### config.mk
export PLATFORM = sky130hd
export DESIGN_NAME = variable_length_frame_parser_core_flat
export DESIGN_NICKNAME = d
export VERILOG_FILES = /design/src/design/vlfp_pkg.sv /design/src/design/vlfp_if.sv /design/src/design/vlfp_parser.sv /design/src/design/vlfp_out_buf.sv /design/src/design/variable_length_frame_parser_core.sv /design/src/flat_wrapper.sv
export SDC_FILE = /design/constraint.sdc
export NUM_CORES = 1
export LEC_CHECK = 0
export BUFFER_PORTS_ARGS = -buffer_cell sky130_fd_sc_hd__buf_2
export CAP_MARGIN = 0
export CELL_PAD_IN_SITES_DETAIL_PLACEMENT = 0
export CELL_PAD_IN_SITES_GLOBAL_PLACEMENT = 1
export CORE_AREA = 10 10 158 160
export CTS_CLUSTER_SIZE = 8
export DETAILED_ROUTE_END_ITERATION = 12
export DIE_AREA = 0 0 168 170
export PLACE_DENSITY_LB_ADDON = 0.1
export SYNTH_ARGS = -nofsm -noshare
export SYNTH_HDL_FRONTEND = slang
export SYNTH_SLANG_ARGS = --single-unit
### constraint.sdc
create_clock -name clk -period 8 [get_ports clk]
set_input_delay 1.2 -clock clk [delete_from_list [all_inputs] [get_ports clk]]
set_output_delay 1.2 -clock clk [all_outputs]
set_load 0.01 [all_outputs]
### src/design/vlfp_pkg.sv
`timescale 1ns / 1ps
`default_nettype none
// ----------------------------------------------------------------------------
// vlfp_pkg
// Shared types and codes of the variable-length frame parser.
// ----------------------------------------------------------------------------
package vlfp_pkg;

  localparam int unsigned CFG_IDX_W  = 1;
  localparam int unsigned CFG_DATA_W = 8;

  localparam logic [CFG_IDX_W-1:0] CFG_START_MARK = 1'b0;
  localparam logic [CFG_IDX_W-1:0] CFG_END_MARK   = 1'b1;

  localparam logic [7:0] START_MARK_RST = 8'd104;
  localparam logic [7:0] END_MARK_RST   = 8'd22;

  localparam logic [3:0] ROLE_IGNORED  = 4'd0;
  localparam logic [3:0] ROLE_START    = 4'd1;
  localparam logic [3:0] ROLE_LENGTH   = 4'd2;
  localparam logic [3:0] ROLE_LENCOPY  = 4'd3;
  localparam logic [3:0] ROLE_START2   = 4'd4;
  localparam logic [3:0] ROLE_CONTROL  = 4'd5;
  localparam logic [3:0] ROLE_ADDRESS  = 4'd6;
  localparam logic [3:0] ROLE_CI       = 4'd7;
  localparam logic [3:0] ROLE_USER     = 4'd8;
  localparam logic [3:0] ROLE_CHECKSUM = 4'd9;
  localparam logic [3:0] ROLE_END      = 4'd10;

  localparam logic [2:0] ST_RUNNING     = 3'd0;
  localparam logic [2:0] ST_FRAME_OK    = 3'd1;
  localparam logic [2:0] ST_BAD_START   = 3'd2;
  localparam logic [2:0] ST_LEN_MISM    = 3'd3;
  localparam logic [2:0] ST_BAD_START2  = 3'd4;
  localparam logic [2:0] ST_BAD_CSUM    = 3'd5;
  localparam logic [2:0] ST_BAD_END     = 3'd6;

  typedef struct packed {
    logic [3:0] byte_role;
    logic [7:0] data_byte;
    logic [7:0] data_index;
    logic [2:0] status;
    logic [7:0] control_field;
    logic [3:0] telegram_number;
    logic [7:0] address_field;
    logic [7:0] ci_field;
    logic [7:0] user_length;
  } result_t;

  function automatic logic [7:0] user_len_of(input logic [7:0] len);
    return (len >= 8'd3) ? 8'(len - 8'd3) : 8'd0;
  endfunction

endpackage
`default_nettype wire

### src/design/vlfp_if.sv
`timescale 1ns / 1ps
`default_nettype none
// ----------------------------------------------------------------------------
// vlfp_rx_if / vlfp_res_if
// Valid/ready channels: received bytes in, per-byte results out.
// ----------------------------------------------------------------------------
interface vlfp_rx_if;
  logic       valid;
  logic       ready;
  logic [7:0] rx_byte;
  logic       burst_first;

  modport source (output valid, output rx_byte, output burst_first, input ready);
  modport sink   (input valid, input rx_byte, input burst_first, output ready);
endinterface

interface vlfp_res_if;
  logic       valid;
  logic       ready;
  logic [3:0] byte_role;
  logic [7:0] data_byte;
  logic [7:0] data_index;
  logic [2:0] status;
  logic [7:0] control_field;
  logic [3:0] telegram_number;
  logic [7:0] address_field;
  logic [7:0] ci_field;
  logic [7:0] user_length;

  modport source (
    output valid, output byte_role, output data_byte, output data_index,
    output status, output control_field, output telegram_number,
    output address_field, output ci_field, output user_length, input ready
  );
  modport sink (
    input valid, input byte_role, input data_byte, input data_index,
    input status, input control_field, input telegram_number,
    input address_field, input ci_field, input user_length, output ready
  );
endinterface
`default_nettype wire

### src/design/vlfp_parser.sv
`timescale 1ns / 1ps
`default_nettype none
// ----------------------------------------------------------------------------
// vlfp_parser
// Frame state machine: classifies each accepted byte and updates the frame
// state; holds the start/end mark registers.
// ----------------------------------------------------------------------------
module vlfp_parser (
  input  wire logic                           clk,
  input  wire logic                           rst,
  input  wire logic                           cfg_we,
  input  wire logic [vlfp_pkg::CFG_IDX_W-1:0]  cfg_index,
  input  wire logic [vlfp_pkg::CFG_DATA_W-1:0] cfg_data,
  input  wire logic                           accept,
  input  wire logic [7:0]                     rx_byte,
  input  wire logic                           burst_first,
  output vlfp_pkg::result_t                   result
);
  import vlfp_pkg::*;

  typedef enum logic [3:0] {
    PH_IDLE, PH_LEN, PH_LENCOPY, PH_START2, PH_CTRL,
    PH_ADDR, PH_CI, PH_USER, PH_CSUM, PH_END
  } phase_t;

  phase_t     phase, phase_next;
  logic [7:0] start_mark, end_mark;
  logic [7:0] frame_length, frame_length_next;
  logic [7:0] bytes_left, bytes_left_next;
  logic [7:0] running_sum, running_sum_next;
  logic [7:0] saved_control, saved_control_next;
  logic [7:0] saved_address, saved_address_next;
  logic [7:0] saved_ci, saved_ci_next;

  always_comb begin
    phase_next         = phase;
    frame_length_next  = frame_length;
    bytes_left_next    = bytes_left;
    running_sum_next   = running_sum;
    saved_control_next = saved_control;
    saved_address_next = saved_address;
    saved_ci_next      = saved_ci;
    result             = '0;
    if (burst_first) begin
      frame_length_next  = '0;
      bytes_left_next    = '0;
      running_sum_next   = '0;
      saved_control_next = '0;
      saved_address_next = '0;
      saved_ci_next      = '0;
      result.byte_role   = ROLE_START;
      if (rx_byte != start_mark) begin
        result.status = ST_BAD_START;
        phase_next    = PH_IDLE;
      end else begin
        phase_next = PH_LEN;
      end
    end else begin
      case (phase)
        PH_LEN: begin
          result.byte_role  = ROLE_LENGTH;
          frame_length_next = rx_byte;
          phase_next        = PH_LENCOPY;
        end
        PH_LENCOPY: begin
          result.byte_role = ROLE_LENCOPY;
          if (rx_byte != frame_length) begin
            result.status = ST_LEN_MISM;
            phase_next    = PH_IDLE;
          end else begin
            phase_next = PH_START2;
          end
        end
        PH_START2: begin
          result.byte_role = ROLE_START2;
          if (rx_byte != start_mark) begin
            result.status = ST_BAD_START2;
            phase_next    = PH_IDLE;
          end else begin
            phase_next = PH_CTRL;
          end
        end
        PH_CTRL: begin
          result.byte_role   = ROLE_CONTROL;
          saved_control_next = rx_byte;
          running_sum_next   = rx_byte;
          phase_next         = PH_ADDR;
        end
        PH_ADDR: begin
          result.byte_role   = ROLE_ADDRESS;
          saved_address_next = rx_byte;
          running_sum_next   = 8'(running_sum + rx_byte);
          phase_next         = PH_CI;
        end
        PH_CI: begin
          result.byte_role = ROLE_CI;
          saved_ci_next    = rx_byte;
          running_sum_next = 8'(running_sum + rx_byte);
          bytes_left_next  = user_len_of(frame_length);
          phase_next       = (bytes_left_next != '0) ? PH_USER : PH_CSUM;
        end
        PH_USER: begin
          result.byte_role  = ROLE_USER;
          result.data_byte  = rx_byte;
          result.data_index = 8'(user_len_of(frame_length) - bytes_left);
          running_sum_next  = 8'(running_sum + rx_byte);
          if (bytes_left != '0) begin
            bytes_left_next = 8'(bytes_left - 8'd1);
          end
          if (bytes_left_next == '0) begin
            phase_next = PH_CSUM;
          end
        end
        PH_CSUM: begin
          result.byte_role = ROLE_CHECKSUM;
          if (rx_byte != running_sum) begin
            result.status = ST_BAD_CSUM;
            phase_next    = PH_IDLE;
          end else begin
            phase_next = PH_END;
          end
        end
        PH_END: begin
          result.byte_role = ROLE_END;
          result.status    = (rx_byte != end_mark) ? ST_BAD_END : ST_FRAME_OK;
          phase_next       = PH_IDLE;
        end
        default: begin
          phase_next = PH_IDLE;
        end
      endcase
    end
    if (result.status != ST_RUNNING) begin
      result.control_field   = saved_control_next;
      result.telegram_number = saved_control_next[7:4];
      result.address_field   = saved_address_next;
      result.ci_field        = saved_ci_next;
      result.user_length     = user_len_of(frame_length_next);
    end
  end

  always_ff @(posedge clk) begin
    if (rst) begin
      phase         <= PH_IDLE;
      start_mark    <= START_MARK_RST;
      end_mark      <= END_MARK_RST;
      frame_length  <= '0;
      bytes_left    <= '0;
      running_sum   <= '0;
      saved_control <= '0;
      saved_address <= '0;
      saved_ci      <= '0;
    end else begin
      if (cfg_we) begin
        case (cfg_index)
          CFG_START_MARK: start_mark <= cfg_data[7:0];
          CFG_END_MARK:   end_mark   <= cfg_data[7:0];
          default: ;
        endcase
      end
      if (accept) begin
        phase         <= phase_next;
        frame_length  <= frame_length_next;
        bytes_left    <= bytes_left_next;
        running_sum   <= running_sum_next;
        saved_control <= saved_control_next;
        saved_address <= saved_address_next;
        saved_ci      <= saved_ci_next;
      end
    end
  end

  a_first_is_start: assert property (@(posedge clk) disable iff (rst)
    accept && burst_first |-> result.byte_role == ROLE_START)
    else $error("burst start beat not classified as start mark");

  a_idle_ignores: assert property (@(posedge clk) disable iff (rst)
    accept && !burst_first && phase == PH_IDLE |-> result == '0)
    else $error("beat while idle produced a non-empty result");

  a_done_to_idle: assert property (@(posedge clk) disable iff (rst)
    accept && result.status != ST_RUNNING |=> phase == PH_IDLE)
    else $error("frame outcome reported but parser not idle");

  a_data_only_user: assert property (@(posedge clk) disable iff (rst)
    result.byte_role != ROLE_USER |-> result.data_byte == '0 && result.data_index == '0)
    else $error("data byte on a non-user beat");

endmodule
`default_nettype wire

### src/design/vlfp_out_buf.sv
`timescale 1ns / 1ps
`default_nettype none
// ----------------------------------------------------------------------------
// vlfp_out_buf
// Result register with a skid entry; decouples ready from the sink.
// ----------------------------------------------------------------------------
module vlfp_out_buf (
  input  wire logic              clk,
  input  wire logic              rst,
  input  wire logic              push,
  input  wire vlfp_pkg::result_t push_data,
  output logic                   push_ready,
  vlfp_res_if.source             res_chan
);
  import vlfp_pkg::*;

  logic    out_valid, skid_valid;
  result_t out_data, skid_data;
  logic    pop;

  assign pop        = out_valid && res_chan.ready;
  assign push_ready = !skid_valid;

  always_ff @(posedge clk) begin
    if (rst) begin
      out_valid  <= 1'b0;
      skid_valid <= 1'b0;
    end else begin
      if (!out_valid || pop) begin
        if (skid_valid) begin
          out_valid  <= 1'b1;
          out_data   <= skid_data;
          skid_valid <= 1'b0;
        end else begin
          out_valid <= push;
          out_data  <= push_data;
        end
      end else if (push) begin
        skid_valid <= 1'b1;
        skid_data  <= push_data;
      end
    end
  end

  assign res_chan.valid           = out_valid;
  assign res_chan.byte_role       = out_data.byte_role;
  assign res_chan.data_byte       = out_data.data_byte;
  assign res_chan.data_index      = out_data.data_index;
  assign res_chan.status          = out_data.status;
  assign res_chan.control_field   = out_data.control_field;
  assign res_chan.telegram_number = out_data.telegram_number;
  assign res_chan.address_field   = out_data.address_field;
  assign res_chan.ci_field        = out_data.ci_field;
  assign res_chan.user_length     = out_data.user_length;

  a_skid_behind_out: assert property (@(posedge clk) disable iff (rst)
    skid_valid |-> out_valid)
    else $error("skid entry held while result register empty");

  a_no_push_when_full: assert property (@(posedge clk) disable iff (rst)
    skid_valid |-> !push)
    else $error("beat pushed into full buffer");

  a_skid_drains: assert property (@(posedge clk) disable iff (rst)
    skid_valid && pop |=> !skid_valid && out_valid && out_data == $past(skid_data))
    else $error("skid entry not moved to result register");

endmodule
`default_nettype wire

### src/design/variable_length_frame_parser_core.sv
`timescale 1ns / 1ps
`default_nettype none
// ----------------------------------------------------------------------------
// variable_length_frame_parser_core
// Parses variable-length FT1.2-style frames one received byte per beat and
// emits one classified result per byte.
//
//   channel    dir   handshake        payload
//   rx_chan    in    valid/ready      rx_byte, burst_first
//   res_chan   out   valid/ready      role, user byte/index, status, header
//   cfg        in    cfg_we           cfg_index, cfg_data (start/end mark)
//
// One beat per cycle while rx_chan.ready is high; a result is registered
// when its byte is taken. The frame state updates in the accept cycle, so
// throughput is set only by the result register and its skid entry.
// rst is synchronous: parser idle, marks back to 0x68 / 0x16, buffer empty.
// A stalled sink fills the skid entry; rx_chan.ready then drops.
// ----------------------------------------------------------------------------
module variable_length_frame_parser_core (
  input  wire logic                           clk,
  input  wire logic                           rst,
  input  wire logic                           cfg_we,
  input  wire logic [vlfp_pkg::CFG_IDX_W-1:0]  cfg_index,
  input  wire logic [vlfp_pkg::CFG_DATA_W-1:0] cfg_data,
  vlfp_rx_if.sink                             rx_chan,
  vlfp_res_if.source                          res_chan
);
  import vlfp_pkg::*;

  logic    accept;
  logic    push_ready;
  result_t result;

  assign rx_chan.ready = push_ready;
  assign accept        = rx_chan.valid && push_ready;

  vlfp_parser u_parser (
    .clk         (clk),
    .rst         (rst),
    .cfg_we      (cfg_we),
    .cfg_index   (cfg_index),
    .cfg_data    (cfg_data),
    .accept      (accept),
    .rx_byte     (rx_chan.rx_byte),
    .burst_first (rx_chan.burst_first),
    .result      (result)
  );

  vlfp_out_buf u_out_buf (
    .clk        (clk),
    .rst        (rst),
    .push       (accept),
    .push_data  (result),
    .push_ready (push_ready),
    .res_chan   (res_chan)
  );

endmodule
`default_nettype wire
### src/flat_wrapper.sv
// flat-port wrapper written by rule: the top's interface ports become plain ports
module variable_length_frame_parser_core_flat import vlfp_pkg::*;
  (clk, rst, cfg_we, cfg_index, cfg_data, rx_chan_valid, rx_chan_rx_byte, rx_chan_burst_first, rx_chan_ready, res_chan_valid, res_chan_byte_role, res_chan_data_byte, res_chan_data_index, res_chan_status, res_chan_control_field, res_chan_telegram_number, res_chan_address_field, res_chan_ci_field, res_chan_user_length, res_chan_ready);
  vlfp_rx_if rx_chan_i ();
  vlfp_res_if res_chan_i ();
  input  wire logic clk;
  input  wire logic rst;
  input  wire logic cfg_we;
  input  wire logic [vlfp_pkg::CFG_IDX_W-1:0] cfg_index;
  input  wire logic [vlfp_pkg::CFG_DATA_W-1:0] cfg_data;
  input wire logic [$bits(rx_chan_i.valid)-1:0] rx_chan_valid;
  input wire logic [$bits(rx_chan_i.rx_byte)-1:0] rx_chan_rx_byte;
  input wire logic [$bits(rx_chan_i.burst_first)-1:0] rx_chan_burst_first;
  output wire logic [$bits(rx_chan_i.ready)-1:0] rx_chan_ready;
  output wire logic [$bits(res_chan_i.valid)-1:0] res_chan_valid;
  output wire logic [$bits(res_chan_i.byte_role)-1:0] res_chan_byte_role;
  output wire logic [$bits(res_chan_i.data_byte)-1:0] res_chan_data_byte;
  output wire logic [$bits(res_chan_i.data_index)-1:0] res_chan_data_index;
  output wire logic [$bits(res_chan_i.status)-1:0] res_chan_status;
  output wire logic [$bits(res_chan_i.control_field)-1:0] res_chan_control_field;
  output wire logic [$bits(res_chan_i.telegram_number)-1:0] res_chan_telegram_number;
  output wire logic [$bits(res_chan_i.address_field)-1:0] res_chan_address_field;
  output wire logic [$bits(res_chan_i.ci_field)-1:0] res_chan_ci_field;
  output wire logic [$bits(res_chan_i.user_length)-1:0] res_chan_user_length;
  input wire logic [$bits(res_chan_i.ready)-1:0] res_chan_ready;
  assign rx_chan_i.valid = rx_chan_valid;
  assign rx_chan_i.rx_byte = rx_chan_rx_byte;
  assign rx_chan_i.burst_first = rx_chan_burst_first;
  assign rx_chan_ready = rx_chan_i.ready;
  assign res_chan_valid = res_chan_i.valid;
  assign res_chan_byte_role = res_chan_i.byte_role;
  assign res_chan_data_byte = res_chan_i.data_byte;
  assign res_chan_data_index = res_chan_i.data_index;
  assign res_chan_status = res_chan_i.status;
  assign res_chan_control_field = res_chan_i.control_field;
  assign res_chan_telegram_number = res_chan_i.telegram_number;
  assign res_chan_address_field = res_chan_i.address_field;
  assign res_chan_ci_field = res_chan_i.ci_field;
  assign res_chan_user_length = res_chan_i.user_length;
  assign res_chan_i.ready = res_chan_ready;
  variable_length_frame_parser_core u_core (.clk(clk), .rst(rst), .cfg_we(cfg_we), .cfg_index(cfg_index), .cfg_data(cfg_data), .rx_chan(rx_chan_i), .res_chan(res_chan_i));
endmodule
# == After elaboration in Yosys (flattened, before gate mapping) ==
# Cells that the tools add are included.
# classes
bitwise_logic,3
n_reduce_logical,20
n_addsub,5
magnitude_cmp,2
eq_ne,14
mux,39
# op_table
cell,count
$mux 8,15
$mux 59,1
$mux 36,1
$pmux 4 s9,1
$mux 16,2
$ne 8x8->1,4
$pmux 4 s8,1
$pmux 8 s2,2
$mux 4,5
$eq 4x3->1 const B,4
$ge 8x2->1 const B,2
$reduce_bool 8->1,2
$sub 8x2->8 const B,2
$mux 3,5
$pmux 3 s4,1
$reduce_and 2->1,6
$reduce_bool 3->1,3
$add 8x8->8,1
$eq 4x2->1 const B,2
$eq 4x4->1 const B,2
$logic_not 8->1,1
$sub 8x1->8 const B,1
$sub 8x8->8,1
$mux 2,3
other kinds (10),15
# totals
register_bits,188
word_cells,112
inputBits,23
out_inout_bits,61

# == Depth between registers and ports, before layout ==
# Gate-level depths: netlist (run 1).
# depth
word_depth,8
ltp_mapped,13
mapped_depth_nobuf,12

# == Hierarchy ==
# From an unflattened synthesis (run 1), not the netlist that was laid out.
# unflattened
hier_cells,936
area_unflattened_um2,9927.0
# by_module_without_submodules
mod,instances,seq_area_each_um2,cells_each,area_each_um2
vlfp_parser,1,1361.3,742,5286.3
vlfp_out_buf,1,3583.4,193,4634.4
variable_length_frame_parser_core,1,0.0,1,6.3

# == Worst setup path before layout (run 1) ==
# OpenSTA, ideal clock, no wires.
# synth_timing
path_kind,input port to flip-flop
start,input rst
end,register u_core.u_out_buf.skid_data[0] in the netlist's numbering (enable)
path_buffers,2
path_stages,3
setup_ps,536
required_time_ps,7464
arrival_ps,5393
path_slack_ps,2071
path_cell_list,clkbuf_1 > buf_1 > nor3_1
# synth_between
elab_chain_cells,2
# synth_rtl
item,line_no,rtl
from (decl),flat_wrapper.sv:7,input wire logic rst;
$not 1->1 (no line),--,
$reduce_and 3->1 (no line),--,
to (signal assigned),vlfp_out_buf.sv:40,skid_data <= push_data;
to (decl),vlfp_out_buf.sv:18,"result_t out_data, skid_data;"
# No other way between the ends.
# A chain may end at the register's enable or synchronous reset.

# == Worst setup path in the final report (run 1) ==
# layout_timing
start,register u_core.u_parser.frame_length[0]
end,register u_core.u_out_buf.out_data (netlist bit u_core.u_out_buf.res_chan.data_index[7]) (data pin)
# layout_between
elab_chain_cells,6
word_cells_on_any_way,7
cone_classes,add/sub: 2; order compare: 1; mux: 4
# layout_rtl
item,line_no,rtl
from (decl),vlfp_parser.sv:28,"logic [7:0] frame_length, frame_length_next;"
from (signal assigned),vlfp_parser.sv:163,frame_length <= frame_length_next;
$sub 8x2->8 or $ge 8x2->1 (tied branches),vlfp_pkg.sv:51,return (len >= 8'd3) ? 8'(len - 8'd3) : 8'd0;
$mux 8 *,vlfp_pkg.sv:51,
$sub 8x8->8 *,vlfp_parser.sv:105,result.data_index = 8'(user_len_of(frame_length) - bytes_left);
$mux 16 *,vlfp_parser.sv:59,case (phase)
$mux 16 *,vlfp_parser.sv:44,if (burst_first) begin
$mux 59 *,vlfp_out_buf.sv:30,if (skid_valid) begin
to (signal assigned),vlfp_out_buf.sv:32,out_data <= skid_data;
to (signal assigned),vlfp_out_buf.sv:36,out_data <= push_data;
to (decl),vlfp_out_buf.sv:18,
# Every way passes the cells marked *; elsewhere a longest branch is shown, timed or not.

==> summary.log, run 1 <==
[worst_setup_path] Setup crit end kind register
[sta] headroom to the max-slew limit 42.0%
[place] HPWL reported at the end of detailed placement 16,400 um
[clock_tree] number of buffers created by CTS 17
[sta] final worst path period share 44.6%
[worst_setup_path] critical setup path kind reg2reg
[grt] global-route wire length before repair 38,200 um
[yosys] fraction of post-synthesis cell area in the top cell type by area 36.0%
[worst_setup_path] CP peak stage delay 0.53 ns
[final_layout] n_diodes 0
[sta] Layout Skew 0.0119 ns
[sta] final slew viol count 0
[clock_tree] Post-CTS Repair Setup Buffers 0
[floorplanning] horizontal extent of the die 168 um
[yosys] number of nets in the synthesized netlist 971
[final_layout] relative area change from synthesis to final layout 12.3%
[yosys] portion of the post-synthesis area used by sequential elements 51.3%
[routing] drc violations 0
[worst_setup_path] highest net fanout along the worst path 8
[grt] remaining global-route overflow 0
[yosys] most frequent cell after synthesis sky130_fd_sc_hd__nand2_1
[min_path] WHS Path Cells 2
[place] cell count after placement 1,233
[worst_setup_path] Worst EP arrival 3.76 ns
[sta] summed negative setup slack over all endpoints 0 ns
[yosys] Post-Syn Area per Cell 9.90 um^2
[grt] vias in the first global route 6,622
[yosys] ranking of synthesized cells by area sky130_fd_sc_hd__edfxtp_1 36%, sky130_fd_sc_hd__dfxtp_1 15%, sky130_fd_sc_hd__nand2_1 5.1%, sky130_fd_sc_hd__nor2_1 4.7%, sky130_fd_sc_hd__mux2i_1 3.1%
[yosys] Post-synth top flop sky130_fd_sc_hd__edfxtp_1
[power_and_ir_drop] net switching fraction of the power 25.1%
[power_and_ir_drop] static leakage power 3.71 nW
[clock_tree] library cell used as clock root buffer sky130_fd_sc_hd__clkbuf_16
[worst_setup_path] sum of buffers and inverters on the critical path 1
[final_layout] final standard cell count with taps included and fillers excluded 1,265
[worst_setup_path] r2r setup slk 4.43 ns
[final_layout] fin nets 1,016
[sta] worst slew pin tran 0.865 ns
[yosys] Yosys reg bits 180
[clock_tree] CTS sink cnt 180
[worst_setup_path] required time of the critical path 8.19 ns
[final_layout] share of layout cells above drive strength 1 16.2%
[worst_setup_path] logic depth of the worst path, buffers included 12
[worst_setup_path] kind of launch point of the worst setup path register
[routing] routed length per placed instance 18.8 um
[clock_tree] buffers from clock root to sink, at most 2
[floorplanning] starting density of the core 42.3%
[sta] final setup vio count 0
[sta] fmax 0.280 GHz
[clock_tree] cts hold-fix bufs 0
[clock_tree] post-CTS sizing 0
[floorplanning] row count 54
[floorplanning] number of primary I/O pins 84
[power_and_ir_drop] internal power 1.50 mW
[power_and_ir_drop] ratio of total power to cell area 194 nW/um^2
[final_layout] Top reg by flops u_core.u_out_buf.skid_data
[final_layout] max reg flops 55
[floorplanning] floorplan core area 21,700 um^2
[yosys] largest area contributor in the synthesized netlist sky130_fd_sc_hd__edfxtp_1
[clock_tree] insertion delay of the later-clocked pin in the worst-skew pair 0.43 ns
[place] placement-stage worst setup slack 4.07 ns
[routing] total length of routed wires 23,700 um
[yosys] Post-synth ARST share 0%
[power_and_ir_drop] switching power 0.502 mW
[grt] GRT Util Overall 16.5%
[place] IO buf count 83
[routing] Vias 6,774
[final_layout] Fillers 2,103
[yosys] summed instance area of the synthesized netlist 9180 um^2
[min_path] worst hold-check path type reg2reg
[power_and_ir_drop] share of total power in the clock network 42.0%
[floorplanning] chip height 170 um
[flow_run] max-cap check violation count 0
[worst_setup_path] critical path cell sequence ha_1 -> or3_1 -> or4_1 -> nand2_1 -> inv_1 -> ha_1 -> nor2b_1 -> o21ai_0 -> a21oi_1 -> a311oi_1 -> xnor2_1 -> a22o_1
[status] run status complete, no violations
[yosys] number of distinct library cells after synthesis 70
[worst_setup_path] crit-path most repeated cell sky130_fd_sc_hd__ha_1
[power_and_ir_drop] combinational power share 7.2%
[worst_setup_path] worst r2r path cells 12
[yosys] Warnings, synthesis 0
[grt] pin count of the biggest net entering global routing 65
[place] final weighted congestion of routability-driven global placement 0.858
[clock_tree] H-tree depth reported by CTS 4
[sta] Min Hold Slack 0.469 ns
[yosys] gate count of the mapped netlist 927
[clock_tree] clock tree from TritonCTS yes
[power_and_ir_drop] Flop pwr share 50.7%
[routing] DR pass1 iterations 5
[sta] post-route worst setup slack 4.43 ns
[worst_setup_path] Worst path top cell family by delay simple AND/OR/NAND/NOR gates
[sta] RSZ-0062 raised after global routing false
[clock_tree] clk slew on worst S/H paths 0.07 ns
[routing] Iteration-0 DRC Markers 552
[power_and_ir_drop] peak ir drop on the vdd network 0.000134 V
[sta] clock period minus worst slack 3.57 ns
[yosys] number of synthesized flops with an enable pin 110
[routing] number of nets still failing antenna checks after routing 0
[grt] initial antenna violation count 0
[routing] routed vias/inst 5.35
[floorplanning] overall die area 28,600 um^2
[yosys] most frequent cells after synthesis 125 x sky130_fd_sc_hd__nand2_1, 114 x sky130_fd_sc_hd__nor2_1, 110 x sky130_fd_sc_hd__edfxtp_1
[worst_setup_path] standard cell with the maximum stage delay on the critical path sky130_fd_sc_hd__or4_1
[sta] final hold violations 0
[path summary, 6_finish.rpt]
path,startpoint,to
setup / recovery,u_core.u_parser.frame_length[0],u_core.u_out_buf.res_chan.data_index[7]
hold / removal,u_core.u_parser.running_sum[2],u_core.u_parser.running_sum[2]
setup reg to reg,u_core.u_parser.frame_length[0],u_core.u_out_buf.res_chan.data_index[7]
hold reg to reg,u_core.u_parser.running_sum[2],u_core.u_parser.running_sum[2]
[layout make-up]
| class | instances | area (um^2) | share of cell area [%] |
|---|---|---|---|
| Timing Repair Buffer | 94 | 498 | 4.83 |
| Multi-Input combinational cell | 662 | 4100 | 39.8 |
| Clock buffer | 18 | 429 | 4.16 |
| Clock inverter | 14 | 159 | 1.54 |
| Tap cell | 280 | 350 | 3.40 |
| Sequential cell | 180 | 4710 | 45.7 |
| Inverter | 17 | 63.8 | 0.619 |
[stage by stage]
stage / utilization [%] / power [mW] / instance area, um^2
6_report: 47.5 / 2.00 / 10300
4_1_cts: 47.5 / 2.02 / 10300
3_5_place_dp: 44.8 / 1.18 / 9720
2_1_floorplan: - / 1.13 / 9180
5_1_grt: 47.5 / 2.07 / 10300
3_3_place_gp: 44.8 / 1.18 / 9720
[worst register-to-register path, cell delays in order, from the launching register on]
cell and delay, ns:
sky130_fd_sc_hd__dfxtp_1 0.42, sky130_fd_sc_hd__ha_1 0.32, sky130_fd_sc_hd__or3_1 0.41, sky130_fd_sc_hd__or4_1 0.53, sky130_fd_sc_hd__nand2_1 0.18, sky130_fd_sc_hd__inv_1 0.06
sky130_fd_sc_hd__ha_1 0.26, sky130_fd_sc_hd__nor2b_1 0.12, sky130_fd_sc_hd__o21ai_0 0.21, sky130_fd_sc_hd__a21oi_1 0.13, sky130_fd_sc_hd__a311oi_1 0.33, sky130_fd_sc_hd__xnor2_1 0.16
sky130_fd_sc_hd__a22o_1 0.19
[layout by cell type (no fill, tap or decap), types with 10 or more instances in the layout]
cell type / instances
sky130_fd_sc_hd__clkbuf_16: 17
sky130_fd_sc_hd__nand3_1: 14
sky130_fd_sc_hd__mux2_2: 19
sky130_fd_sc_hd__nor3_1: 23
sky130_fd_sc_hd__nor2_1: 114
sky130_fd_sc_hd__nand2b_1: 10
sky130_fd_sc_hd__inv_1: 15
sky130_fd_sc_hd__a21oi_1: 42
sky130_fd_sc_hd__o21ai_0: 22
sky130_fd_sc_hd__mux2i_1: 28
sky130_fd_sc_hd__o21ai_1: 25
sky130_fd_sc_hd__o31ai_1: 15
sky130_fd_sc_hd__buf_4: 11
sky130_fd_sc_hd__buf_2: 83
sky130_fd_sc_hd__edfxtp_1: 110
sky130_fd_sc_hd__xor2_1: 17
sky130_fd_sc_hd__ha_1: 19
sky130_fd_sc_hd__nor2b_1: 16
sky130_fd_sc_hd__nand2_1: 125
sky130_fd_sc_hd__and2_1: 11
sky130_fd_sc_hd__dfxtp_1: 69
sky130_fd_sc_hd__xnor2_1: 29
sky130_fd_sc_hd__a22oi_1: 37
sky130_fd_sc_hd__or3_1: 10
[routing by layer]
| metal | global-route usage (%) | vias to the layer above | wire [um] |
|---|---|---|---|
| met3 | 2.81 | 20 | 991 |
| li1 | - | 3388 | - |
| met4 | 5.00 | 0 | 238 |
| met2 | 25.5 | 140 | 10800 |
| met5 | 0 | - | 0 |
| met1 | 23.2 | 3226 | 11700 |
[cell families (layout without fill, tap and decap cells)]
family | count (synthesis) | in the layout | synth area share (%)
fa+ha+maj | 21 | 21 | 3.03
mux | 47 | 47 | 5.39
xor+xnor | 46 | 46 | 4.39
compound gates | 192 | 192 | 14.0
buf+inv | 85 | 143 | 4.14
flops | 180 | 180 | 51.3
simple gates | 356 | 356 | 17.8
[power groups by stage]
stage	clock network (mW)	registers (mW)	logic, mW
6_report	0.840	1.01	0.145
5_1_grt	0.894	1.02	0.161
4_1_cts	0.859	1.01	0.148
3_5_place_dp	0	1.03	0.147
3_3_place_gp	0	1.03	0.146
2_1_floorplan	0	1.04	0.0886
No activity file was read; power rests on OpenSTA's default activity.
==> inputs of run 2 (changes only) <==
==> constraint.sdc (replaced) <==
create_clock -name clk -period 3.4 [get_ports clk]
set_input_delay 0.51 -clock clk [delete_from_list [all_inputs] [get_ports clk]]
set_output_delay 0.51 -clock clk [all_outputs]
set_load 0.01 [all_outputs]
==> run 2 against run 1 <==
Clock skew down 0.0011 ns. Flip-flop and latch count unchanged. First-iteration DRC count down 25%. Total power up 130%. Clock-buffer cell count unchanged. Sequential power up 140%. Critical endpoint is now u_core.u_out_buf.res_chan.data_index[6]. Largest power group unchanged.
==> summary.log, run 2 (synthesized netlist as in run 1, its figures left out) <==
[status] run status complete, no violations [unchanged]
[sta] final slew viol count 0 [unchanged]
[clock_tree] library cell used as clock root buffer sky130_fd_sc_hd__clkbuf_16 [unchanged]
[grt] initial antenna violation count 0 [unchanged]
[grt] GRT Util Overall 16.5% [about the same]
[place] IO buf count 83 [unchanged]
[floorplanning] chip height 170 um [unchanged]
[power_and_ir_drop] share of total power in the clock network 41.3% [was 42.0%]
[routing] total length of routed wires 23,800 um [was 23,700 um]
[power_and_ir_drop] net switching fraction of the power 25.5% [was 25.1%]
[sta] summed negative setup slack over all endpoints 0 ns [unchanged]
[clock_tree] number of buffers created by CTS 17 [unchanged]
[power_and_ir_drop] switching power 1.19 mW [was 0.502 mW]
[routing] number of nets still failing antenna checks after routing 0 [unchanged]
[power_and_ir_drop] ratio of total power to cell area 443 nW/um^2 [was 194 nW/um^2]
[sta] clock period minus worst slack 3.19 ns [was 3.57 ns]
[sta] final hold violations 0 [unchanged]
[worst_setup_path] kind of launch point of the worst setup path register [unchanged]
[final_layout] Top reg by flops u_core.u_out_buf.skid_data [unchanged]
[sta] fmax 0.314 GHz [was 0.280 GHz]
[sta] worst slew pin tran 0.740 ns [was 0.865 ns]
[floorplanning] floorplan core area 21,700 um^2 [unchanged]
[clock_tree] buffers from clock root to sink, at most 2 [unchanged]
[worst_setup_path] required time of the critical path 3.65 ns [was 8.19 ns]
[sta] final setup vio count 0 [unchanged]
[grt] pin count of the biggest net entering global routing 56 [was 65]
[routing] drc violations 0 [unchanged]
[power_and_ir_drop] Flop pwr share 50.9% [was 50.7%]
[routing] routed vias/inst 5.39 [was 5.35]
[final_layout] relative area change from synthesis to final layout 15.1% [was 12.3%]
[worst_setup_path] critical setup path kind reg2reg [unchanged]
[final_layout] most common library cell in the layout ignoring fill and taps sky130_fd_sc_hd__nand2_1 [unchanged]
[floorplanning] number of primary I/O pins 84 [unchanged]
[routing] DR pass1 iterations 5 [unchanged]
[worst_setup_path] Setup crit end kind register [unchanged]
[final_layout] max reg flops 55 [unchanged]
[grt] vias in the first global route 6,653 [was 6,622]
[floorplanning] row count 54 [unchanged]
[final_layout] share of layout cells above drive strength 1 19.1% [was 16.2%]
[routing] Vias 6,978 [was 6,774]
[power_and_ir_drop] combinational power share 7.8% [was 7.2%]
[clock_tree] clock tree from TritonCTS yes [unchanged]
[sta] final worst path period share 93.7% [was 44.6%]
[worst_setup_path] highest net fanout along the worst path 6 [was 8]
[power_and_ir_drop] peak ir drop on the vdd network 0.000323 V [was 0.000134 V]
[final_layout] most frequent cells in the layout 125 x sky130_fd_sc_hd__nand2_1, 114 x sky130_fd_sc_hd__nor2_1, 110 x sky130_fd_sc_hd__edfxtp_1 [unchanged]
[final_layout] n_diodes 0 [unchanged]
[clock_tree] insertion delay of the later-clocked pin in the worst-skew pair 0.43 ns [about the same]
[clock_tree] clk slew on worst S/H paths 0.08 ns [was 0.07 ns]
[worst_setup_path] Worst EP arrival 3.44 ns [was 3.76 ns]
[routing] routed length per placed instance 18.4 um [was 18.8 um]
[sta] headroom to the max-slew limit 50.7% [was 42.0%]
[power_and_ir_drop] static leakage power 3.87 nW [was 3.71 nW]
[clock_tree] CTS sink cnt 180 [unchanged]
[final_layout] Fillers 2,053 [was 2,103]
[final_layout] fin nets 1,046 [was 1,016]
[flow_run] max-cap check violation count 0 [unchanged]
[floorplanning] starting density of the core 42.3% [unchanged]
[grt] global-route wire length before repair 38,000 um [was 38,200 um]
[grt] remaining global-route overflow 0 [unchanged]
[floorplanning] overall die area 28,600 um^2 [unchanged]
[floorplanning] horizontal extent of the die 168 um [unchanged]
[place] HPWL reported at the end of detailed placement 16,900 um [was 16,400 um]
[clock_tree] H-tree depth reported by CTS 4 [unchanged]
[routing] Iteration-0 DRC Markers 414 [was 552]
[power_and_ir_drop] internal power 3.48 mW [was 1.50 mW]
[sta] RSZ-0062 raised after global routing false [unchanged]
[min_path] worst hold-check path type in2reg [was reg2reg]
[sta] Min Hold Slack 0.301 ns [was 0.469 ns]
[sta] Layout Skew 0.0108 ns [was 0.0119 ns]
[power_and_ir_drop] Total Power Consumption 4.68 mW [was 2.00 mW]
[place] final weighted congestion of routability-driven global placement 0.929 [was 0.858]
[final_layout] final core utilization 48.7% [was 47.5%]
[clock_tree] cts hold-fix bufs 0 [unchanged]
run 2: cell type report:
cell class	count	area (um^2)	share of cell area [%]
Clock inverter	14	144	1.36
Inverter	17	63.8	0.604
Timing Repair Buffer	124	736	6.97
Clock buffer	18	439	4.16
Multi-Input combinational cell	662	4120	39.0
Sequential cell	180	4710	44.6
Tap cell	280	350	3.32
run 2: what timing repair did:
| action | in CTS | in global routing |
|---|---|---|
| setup buffers | 0 | 2 |
| resized for setup | 0 | 4 |
| setup endpoints to repair | 0 | 6 |
run 2: routing by layer:
metal | track usage (%) | share of wire, %
met2 | 25.7 | 45
met5 | 0 | 0
met1 | 22.8 | 48
met3 | 3.71 | 5.4
met4 | 4.13 | 1.0
run 2: worst paths after layout:
| check | end | depth (start not counted) | slack (ns) | start |
|---|---|---|---|---|
| max reg2reg | u_core.u_out_buf.res_chan.data_index[6] | 11 | 0.21 | u_core.u_parser.frame_length[0] |
| min reg2reg | u_core.u_parser.running_sum[2] | 2 | 0.47 | u_core.u_parser.running_sum[2] |
| min | u_core.u_parser.start_mark[6] | 3 | 0.30 | cfg_data[6] |
| max | u_core.u_out_buf.res_chan.data_index[6] | 11 | 0.21 | u_core.u_parser.frame_length[0] |
run 2: power groups by stage:
stage	Clock, mW	Combinational, mW	Sequential [mW]
after floorplan	0	0.210	2.45
after global placement	0	0.367	2.43
after detailed placement	0	0.366	2.43
after CTS	1.98	0.367	2.38
after global routing	2.06	0.405	2.38
final	1.93	0.365	2.38
run 2: critical path, cell delays in order (launching register included):
cell and delay, ns:
sky130_fd_sc_hd__dfxtp_1 0.32, sky130_fd_sc_hd__ha_1 0.22, sky130_fd_sc_hd__or3_4 0.37, sky130_fd_sc_hd__or4_4 0.51
sky130_fd_sc_hd__and3_1 0.19, sky130_fd_sc_hd__ha_1 0.31, sky130_fd_sc_hd__nor2b_1 0.14, sky130_fd_sc_hd__o21ai_0 0.17
sky130_fd_sc_hd__a21boi_0 0.14, sky130_fd_sc_hd__o21a_1 0.20, sky130_fd_sc_hd__o21a_1 0.19, sky130_fd_sc_hd__o41ai_2 0.26
run 2: through the flow:
step | area (um^2) | cells | worst slack [ns]
after floorplan | 9190 | 927 | 0.323
after detailed placement | 9950 | 1261 | 0.108
after CTS | 10500 | 1293 | 0.0910
after global routing | 10600 | 1295 | 0.0422
after global placement | 9950 | 1261 | 0.160
final | 10600 | 1295 | 0.215
